**src/ouart_pkg.sv**
```systemverilog
// ----------------------------------------------------------------------------
// ouart_pkg
// Shared constants, state encoding and result item type for the oversampled
// serial receiver.
// ----------------------------------------------------------------------------
package ouart_pkg;

    // frame format and oversampling
    localparam int DATA_BITS       = 8;
    localparam int SAMPLES_PER_BIT = 3;

    // derived widths
    localparam int BITS_CNT_W = $clog2(DATA_BITS + 1);
    localparam int WAIT_CNT_W = (SAMPLES_PER_BIT > 2) ? $clog2(SAMPLES_PER_BIT - 1) : 1;
    localparam int BYTE_W     = 8;
    localparam int BACKOFF_W  = 8;

    // last wait count before the sampling tick
    localparam logic [WAIT_CNT_W-1:0] WAIT_LAST = WAIT_CNT_W'(SAMPLES_PER_BIT - 2);

    // backoff length after reset
    localparam logic [BACKOFF_W-1:0] BACKOFF_RESET = BACKOFF_W'(60);

    // stream payload widths
    localparam int IN_TDATA_W  = 8;
    localparam int OUT_TDATA_W = 24;

    // receiver phase
    typedef enum logic [1:0] {
        PH_IDLE,
        PH_START,
        PH_WAIT,
        PH_SAMPLE
    } phase_t;

    // one result item
    typedef struct packed {
        logic [BACKOFF_W-1:0] backoff_left;
        logic                 receiving;
        logic                 framing_error;
        logic [BYTE_W-1:0]    rx_byte;
        logic                 byte_valid;
    } out_item_t;

endpackage

```
**src/oversampled_uart_receiver_unit.sv**
```systemverilog
// ----------------------------------------------------------------------------
// oversampled_uart_receiver_unit
// Serial receiver fed with one line sample per transaction, three samples per
// bit, with frame checking, busy flag and carrier-detect backoff counter.
// ----------------------------------------------------------------------------
// Usage:
//   s_axis carries one line sample per transaction (tdata bit 0, 1 = mark).
//   Every accepted sample produces exactly one m_axis transaction holding
//   the receiver status after that sample: tuser flags a completed byte with
//   a good stop bit, tdata carries the byte, framing error, busy flag and
//   the backoff count.
//   The result of an accepted sample is registered in the output stage, or in
//   the skid stage while m_axis stalls. Throughput is one sample per cycle
//   while the skid register is empty; the state update is a single pass of
//   logic between the sample and the result register. When m_axis stalls,
//   one more sample is still taken into a skid register; s_axis_tready drops
//   only while the skid register is full. The backoff length is written
//   through cfg_we/cfg_wdata; the user is to write it only while the stream
//   is idle, the block does not enforce it. It is used at the next start or
//   stop bit. Reset puts the receiver in idle, clears all flags, the backoff
//   count and both output stages, and sets the backoff length to 60 samples.
// ----------------------------------------------------------------------------
module oversampled_uart_receiver_unit (
    input  logic                               clk,
    input  logic                               rst_n,

    // configuration
    input  logic                               cfg_we,
    input  logic [ouart_pkg::BACKOFF_W-1:0]    cfg_wdata,

    // line samples
    input  logic                               s_axis_tvalid,
    output logic                               s_axis_tready,
    input  logic [ouart_pkg::IN_TDATA_W-1:0]   s_axis_tdata,  // [0] line_is_mark, [7:1] zero

    // receiver status
    output logic                               m_axis_tvalid,
    input  logic                               m_axis_tready,
    output logic [ouart_pkg::OUT_TDATA_W-1:0]  m_axis_tdata,  // [7:0] rx_byte,
                                                              // [8] framing_error,
                                                              // [9] receiving,
                                                              // [17:10] backoff_left,
                                                              // [23:18] zero
    output logic                               m_axis_tuser   // [0] byte_valid
);

    // receiver state
    ouart_pkg::phase_t                      phase_reg,   phase_next;
    logic [ouart_pkg::WAIT_CNT_W-1:0]       wait_reg,    wait_next;
    logic [ouart_pkg::DATA_BITS-1:0]        shift_reg,   shift_next;
    logic [ouart_pkg::BITS_CNT_W-1:0]       bits_reg,    bits_next;
    logic [ouart_pkg::BACKOFF_W-1:0]        backoff_reg, backoff_next;
    logic                                   error_reg,   error_next;
    logic                                   busy_reg,    busy_next;
    logic [ouart_pkg::BACKOFF_W-1:0]        reload_reg;

    // output and skid stages
    ouart_pkg::out_item_t                   out_reg,  skid_reg;
    logic                                   out_valid_reg, skid_valid_reg;

    ouart_pkg::out_item_t                   item_new;
    logic                                   mark;
    logic                                   in_take;
    logic                                   out_take;

    assign mark     = s_axis_tdata[0];
    assign in_take  = s_axis_tvalid && s_axis_tready;
    assign out_take = m_axis_tvalid && m_axis_tready;

    assign s_axis_tready = !skid_valid_reg;
    assign m_axis_tvalid = out_valid_reg;
    assign m_axis_tuser  = out_reg.byte_valid;
    assign m_axis_tdata  = {{(ouart_pkg::OUT_TDATA_W - 18){1'b0}},
                            out_reg.backoff_left,
                            out_reg.receiving,
                            out_reg.framing_error,
                            out_reg.rx_byte};

    // backoff length register
    always_ff @(posedge clk or negedge rst_n)
    begin
        if (!rst_n)
        begin
            reload_reg <= ouart_pkg::BACKOFF_RESET;
        end
        else if (cfg_we)
        begin
            reload_reg <= cfg_wdata;
        end
    end

    // next state and result for one sample
    always_comb
    begin
        phase_next   = phase_reg;
        wait_next    = wait_reg;
        shift_next   = shift_reg;
        bits_next    = bits_reg;
        backoff_next = backoff_reg;
        error_next   = error_reg;
        busy_next    = busy_reg;
        item_new.byte_valid = 1'b0;
        item_new.rx_byte    = '0;

        case (phase_reg)
            ouart_pkg::PH_IDLE:
            begin
                if (!mark)
                begin
                    phase_next   = ouart_pkg::PH_START;
                    shift_next   = '0;
                    bits_next    = '0;
                    backoff_next = reload_reg;
                    busy_next    = 1'b1;
                end
                else
                begin
                    if (backoff_reg != '0)
                    begin
                        backoff_next = backoff_reg - 1'b1;
                    end
                    busy_next = 1'b0;
                end
            end
            ouart_pkg::PH_START:
            begin
                // a mark here means the start was a glitch
                if (mark)
                begin
                    phase_next = ouart_pkg::PH_IDLE;
                end
                else
                begin
                    phase_next = ouart_pkg::PH_WAIT;
                    wait_next  = '0;
                end
            end
            ouart_pkg::PH_WAIT:
            begin
                if (wait_reg == ouart_pkg::WAIT_LAST)
                begin
                    phase_next = ouart_pkg::PH_SAMPLE;
                end
                else
                begin
                    wait_next = wait_reg + 1'b1;
                end
            end
            ouart_pkg::PH_SAMPLE:
            begin
                if (bits_reg < ouart_pkg::BITS_CNT_W'(ouart_pkg::DATA_BITS))
                begin
                    // data bit enters at the top, lsb first on the line
                    shift_next = {mark, shift_reg[ouart_pkg::DATA_BITS-1:1]};
                    bits_next  = bits_reg + 1'b1;
                    phase_next = ouart_pkg::PH_WAIT;
                    wait_next  = '0;
                end
                else
                begin
                    // stop bit check
                    if (mark)
                    begin
                        item_new.byte_valid = 1'b1;
                        item_new.rx_byte    = ouart_pkg::BYTE_W'(shift_reg);
                        error_next          = 1'b0;
                    end
                    else
                    begin
                        error_next = 1'b1;
                    end
                    phase_next   = ouart_pkg::PH_IDLE;
                    backoff_next = reload_reg;
                end
            end
            default:
            begin
                phase_next = ouart_pkg::PH_IDLE;
            end
        endcase

        item_new.framing_error = error_next;
        item_new.receiving     = busy_next;
        item_new.backoff_left  = backoff_next;
    end

    // receiver state update on each accepted sample
    always_ff @(posedge clk or negedge rst_n)
    begin
        if (!rst_n)
        begin
            phase_reg   <= ouart_pkg::PH_IDLE;
            wait_reg    <= '0;
            shift_reg   <= '0;
            bits_reg    <= '0;
            backoff_reg <= '0;
            error_reg   <= 1'b0;
            busy_reg    <= 1'b0;
        end
        else if (in_take)
        begin
            phase_reg   <= phase_next;
            wait_reg    <= wait_next;
            shift_reg   <= shift_next;
            bits_reg    <= bits_next;
            backoff_reg <= backoff_next;
            error_reg   <= error_next;
            busy_reg    <= busy_next;
        end
    end

    // output register with skid stage
    always_ff @(posedge clk or negedge rst_n)
    begin
        if (!rst_n)
        begin
            out_valid_reg  <= 1'b0;
            skid_valid_reg <= 1'b0;
        end
        else if (skid_valid_reg)
        begin
            if (out_take)
            begin
                skid_valid_reg <= 1'b0;
            end
        end
        else if (in_take)
        begin
            if (out_valid_reg && !out_take)
            begin
                skid_valid_reg <= 1'b1;
            end
            else
            begin
                out_valid_reg <= 1'b1;
            end
        end
        else if (out_take)
        begin
            out_valid_reg <= 1'b0;
        end
    end

    // payload of the output and skid stages
    always_ff @(posedge clk)
    begin
        if (skid_valid_reg)
        begin
            if (out_take)
            begin
                out_reg <= skid_reg;
            end
        end
        else if (in_take)
        begin
            if (out_valid_reg && !out_take)
            begin
                skid_reg <= item_new;
            end
            else
            begin
                out_reg <= item_new;
            end
        end
    end

endmodule
```
**config.mk**
```make
export PLATFORM = sky130hd
export DESIGN_NAME = oversampled_uart_receiver_unit
export DESIGN_NICKNAME = d
export VERILOG_FILES = /design/src/ouart_pkg.sv /design/src/oversampled_uart_receiver_unit.sv
export SDC_FILE = /design/constraint.sdc
export NUM_CORES = 1
export LEC_CHECK = 0
export BUFFER_PORTS_ARGS = -buffer_cell sky130_fd_sc_hd__buf_2
export CORE_MARGIN = 2
export CORE_UTILIZATION = 30
export DETAILED_ROUTE_END_ITERATION = 10
export GPL_TIMING_DRIVEN = 1
export PLACE_DENSITY_LB_ADDON = 0.12
export SYNTH_ARGS = -nofsm -noshare
export SYNTH_HDL_FRONTEND = slang
export SYNTH_SLANG_ARGS = --single-unit
```
**constraint.sdc**
```tcl
create_clock -name clk -period 6.6 [get_ports clk]
set_input_delay 0.33 -clock clk [delete_from_list [all_inputs] [get_ports clk]]
set_output_delay 0.33 -clock clk [all_outputs]
set_load 0.1 [all_outputs]
```
==> results_dict.tcl <==
set metrics [dict create \
    status "completed" \
    cts_sinks 73 \
    io-pin-count 48 \
    antenna_found_initial 0 \
    setup_violations 0 \
    syn_area_per_cell_um2 12.8 \
    yosysWarningCount 0 \
    rr_startpoint "phase_reg[1]" \
    chipHeight_um 112 \
    die-area_mm2 0.0125 \
    largest_reg_flops 19 \
    relSlewSlack_pct 30.2 \
    rows 39 \
    num_vias 2172 \
    drtIter0Drc 94 \
    cts_setup_buffers 0 \
    worstPathRequired_ns 6.69 \
    core_area_mm2 0.0114 \
    path_class "reg -> reg" \
    wire_per_inst_um 15.2 \
    fin_crit_ns 2.47 \
    crit_path_end_kind "flip-flop" \
    hpwl_um 4710 \
    cp-start-kind "flip-flop" \
    grt-ovfl-total 0 \
    final_common_cell "edfxtp_1" \
    start_util_pct 30.6 \
    grt_util_all_layers_pct 12.0 \
    slew_viol_final 0 \
    grt_max_degree 36 \
    holdBufCountCts 0 \
    netlist_area_mm2 0.00348 \
    cts_resized 0 \
    synth_cell_types 48 \
    async_flop_share_pct 47.9 \
    critPathLaunch "phase_reg[1]" \
    hold_viol 0 \
    rsz0062_at_grt "no" \
    drtPass1Iterations 4 \
    synth_seq_area_share_pct 58.2 \
    port_buffers 34 \
    antenna_cells 0 \
    synth_area_leaders "edfxtp_1 (33%), dfrtp_1 (22%), mux2_2 (10%)" \
    clkTransAtPathRegs_ns 0.06 \
    synth_edf_count 38 \
    fin_worst_skew_ns 0.00366 \
    fp.dieW_um 112 \
    clockBufferDepth 2 \
    critical_path.max_fanout 17 \
    yosys.area.top_type "edfxtp_1" \
    grt_pass1_wl_um 11600 \
    layout-drive-gt1-share_pct 31.1 \
    cts_max_level 3 \
    cts_made_buffers 9 \
    routed_via_density 4.81 \
    layout.nets 333 \
    ant_nets 0 \
    tightestPinTransition_ns 1.05 \
    clk-insertion-delay-late_ns 0.34 \
    whs_ns 0.0894 \
    setup_tns_ns 0 \
    fin_crit_sh_pct 37.5 \
    synthFlopType "edfxtp_1" \
    first_global_vias 2221 \
    synth-seq-cells 73 \
    drc_errors 0 \
    maxCapViolations 0 \
    root_buffer "clkbuf_16" \
    hp-class "in -> async" \
    areaGrowthSynthToFinish_pct 16.7 \
    synthCells 271 \
    gp_congestion 0.744 \
    layout_common_cells "edfxtp_1 (38), buf_2 (34), mux2_2 (31), dfrtp_1 (31), nor2_1 (18)" \
    cts_tree "built" \
    routed_wl_um 6890 \
    fmax_mhz 405 \
    synth_top_area_share_pct 32.8 \
    crit_arrival_ns 2.56 \
]
area by class of cell:
class                   count  area [µm²]
flip-flops and latches     73        2020
fillers                  1128        7310
inverters                  10        37.5
clock buffers              10         229
multi-input cells         175        1340
repair buffers             35         178
well taps                 143         179
clock inverters             6        67.6
kinds of logic (layout without fill, tap and decap cells):
| family | Yosys count | count (layout) | share of synthesized area, % |
|---|---|---|---|
| compound gates | 60 | 60 | 13.3 |
| fa+ha+maj | 8 | 8 | 2.88 |
| buf+inv | 28 | 61 | 3.85 |
| flops | 73 | 73 | 58.2 |
| mux | 35 | 35 | 11.4 |
| other cells | 1 | 6 | 0.108 |
| simple gates | 66 | 66 | 10.2 |
critical path, stage by stage (launching register included):
cell	delay, ns
dfrtp_1	0.40
inv_1	0.10
ha_1	0.65
nor2_1	0.07
mux2_1	0.30
a221o_1	0.39
mux2_2	0.29
final timing paths:
path,endpoint,slack [ns],depth (start not counted)
worst max-delay path,m_axis_tdata[13],4.13,6
worst min-delay path,reload_reg[0],0.09,1
worst max register to register,m_axis_tdata[13],4.13,6
worst min register to register,wait_reg,0.49,2
max in group asynchronous,shift_reg[2],5.99,1
min in group clk,skid_valid_reg,0.19,2
cell usage after synthesis (2+ instances only):
cell type and n:
nor3b_2 2, and2_1 10, a22o_1 10, buf_2 4
buf_1 2, mux2_2 31, edfxtp_1 38, nand3_1 2
and3_1 3, a2111oi_1 2, dfstp_2 4, a221o_1 7
nor2_1 18, clkbuf_1 5, inv_1 9, a21o_1 3
o31ai_1 3, nor2b_1 6, nand2b_1 3, buf_4 6
a21oi_1 13, dfrtp_1 31, nor3_1 3, o21a_1 3
nand2_1 15, mux2_1 3, o21ai_0 7, ha_1 8
metal layers:
metal	track usage [%]	vias to the layer above	wire, µm
li1	-	1066	-
met1	17.0	1047	3520
met2	16.8	46	2880
met3	3.32	13	342
met4	5.93	0	137
met5	0	-	0
per-stage QoR:
stage / cells / util, % / worst slack (ns) / instance area, µm²
finish: 452 / 35.7 / 4.13 / 4060
global route: 452 / 35.7 / 3.98 / 4060
CTS: 452 / 35.7 / 4.16 / 4060
floorplan: 276 / - / 3.97 / 3490
global placement: 436 / 33.1 / 4.19 / 3760
detailed placement: 436 / 33.1 / 4.17 / 3760
Power is left out: the tool's default activity adds up to more than one toggle a clock period on the data nets, which glitch-free logic cannot reach.
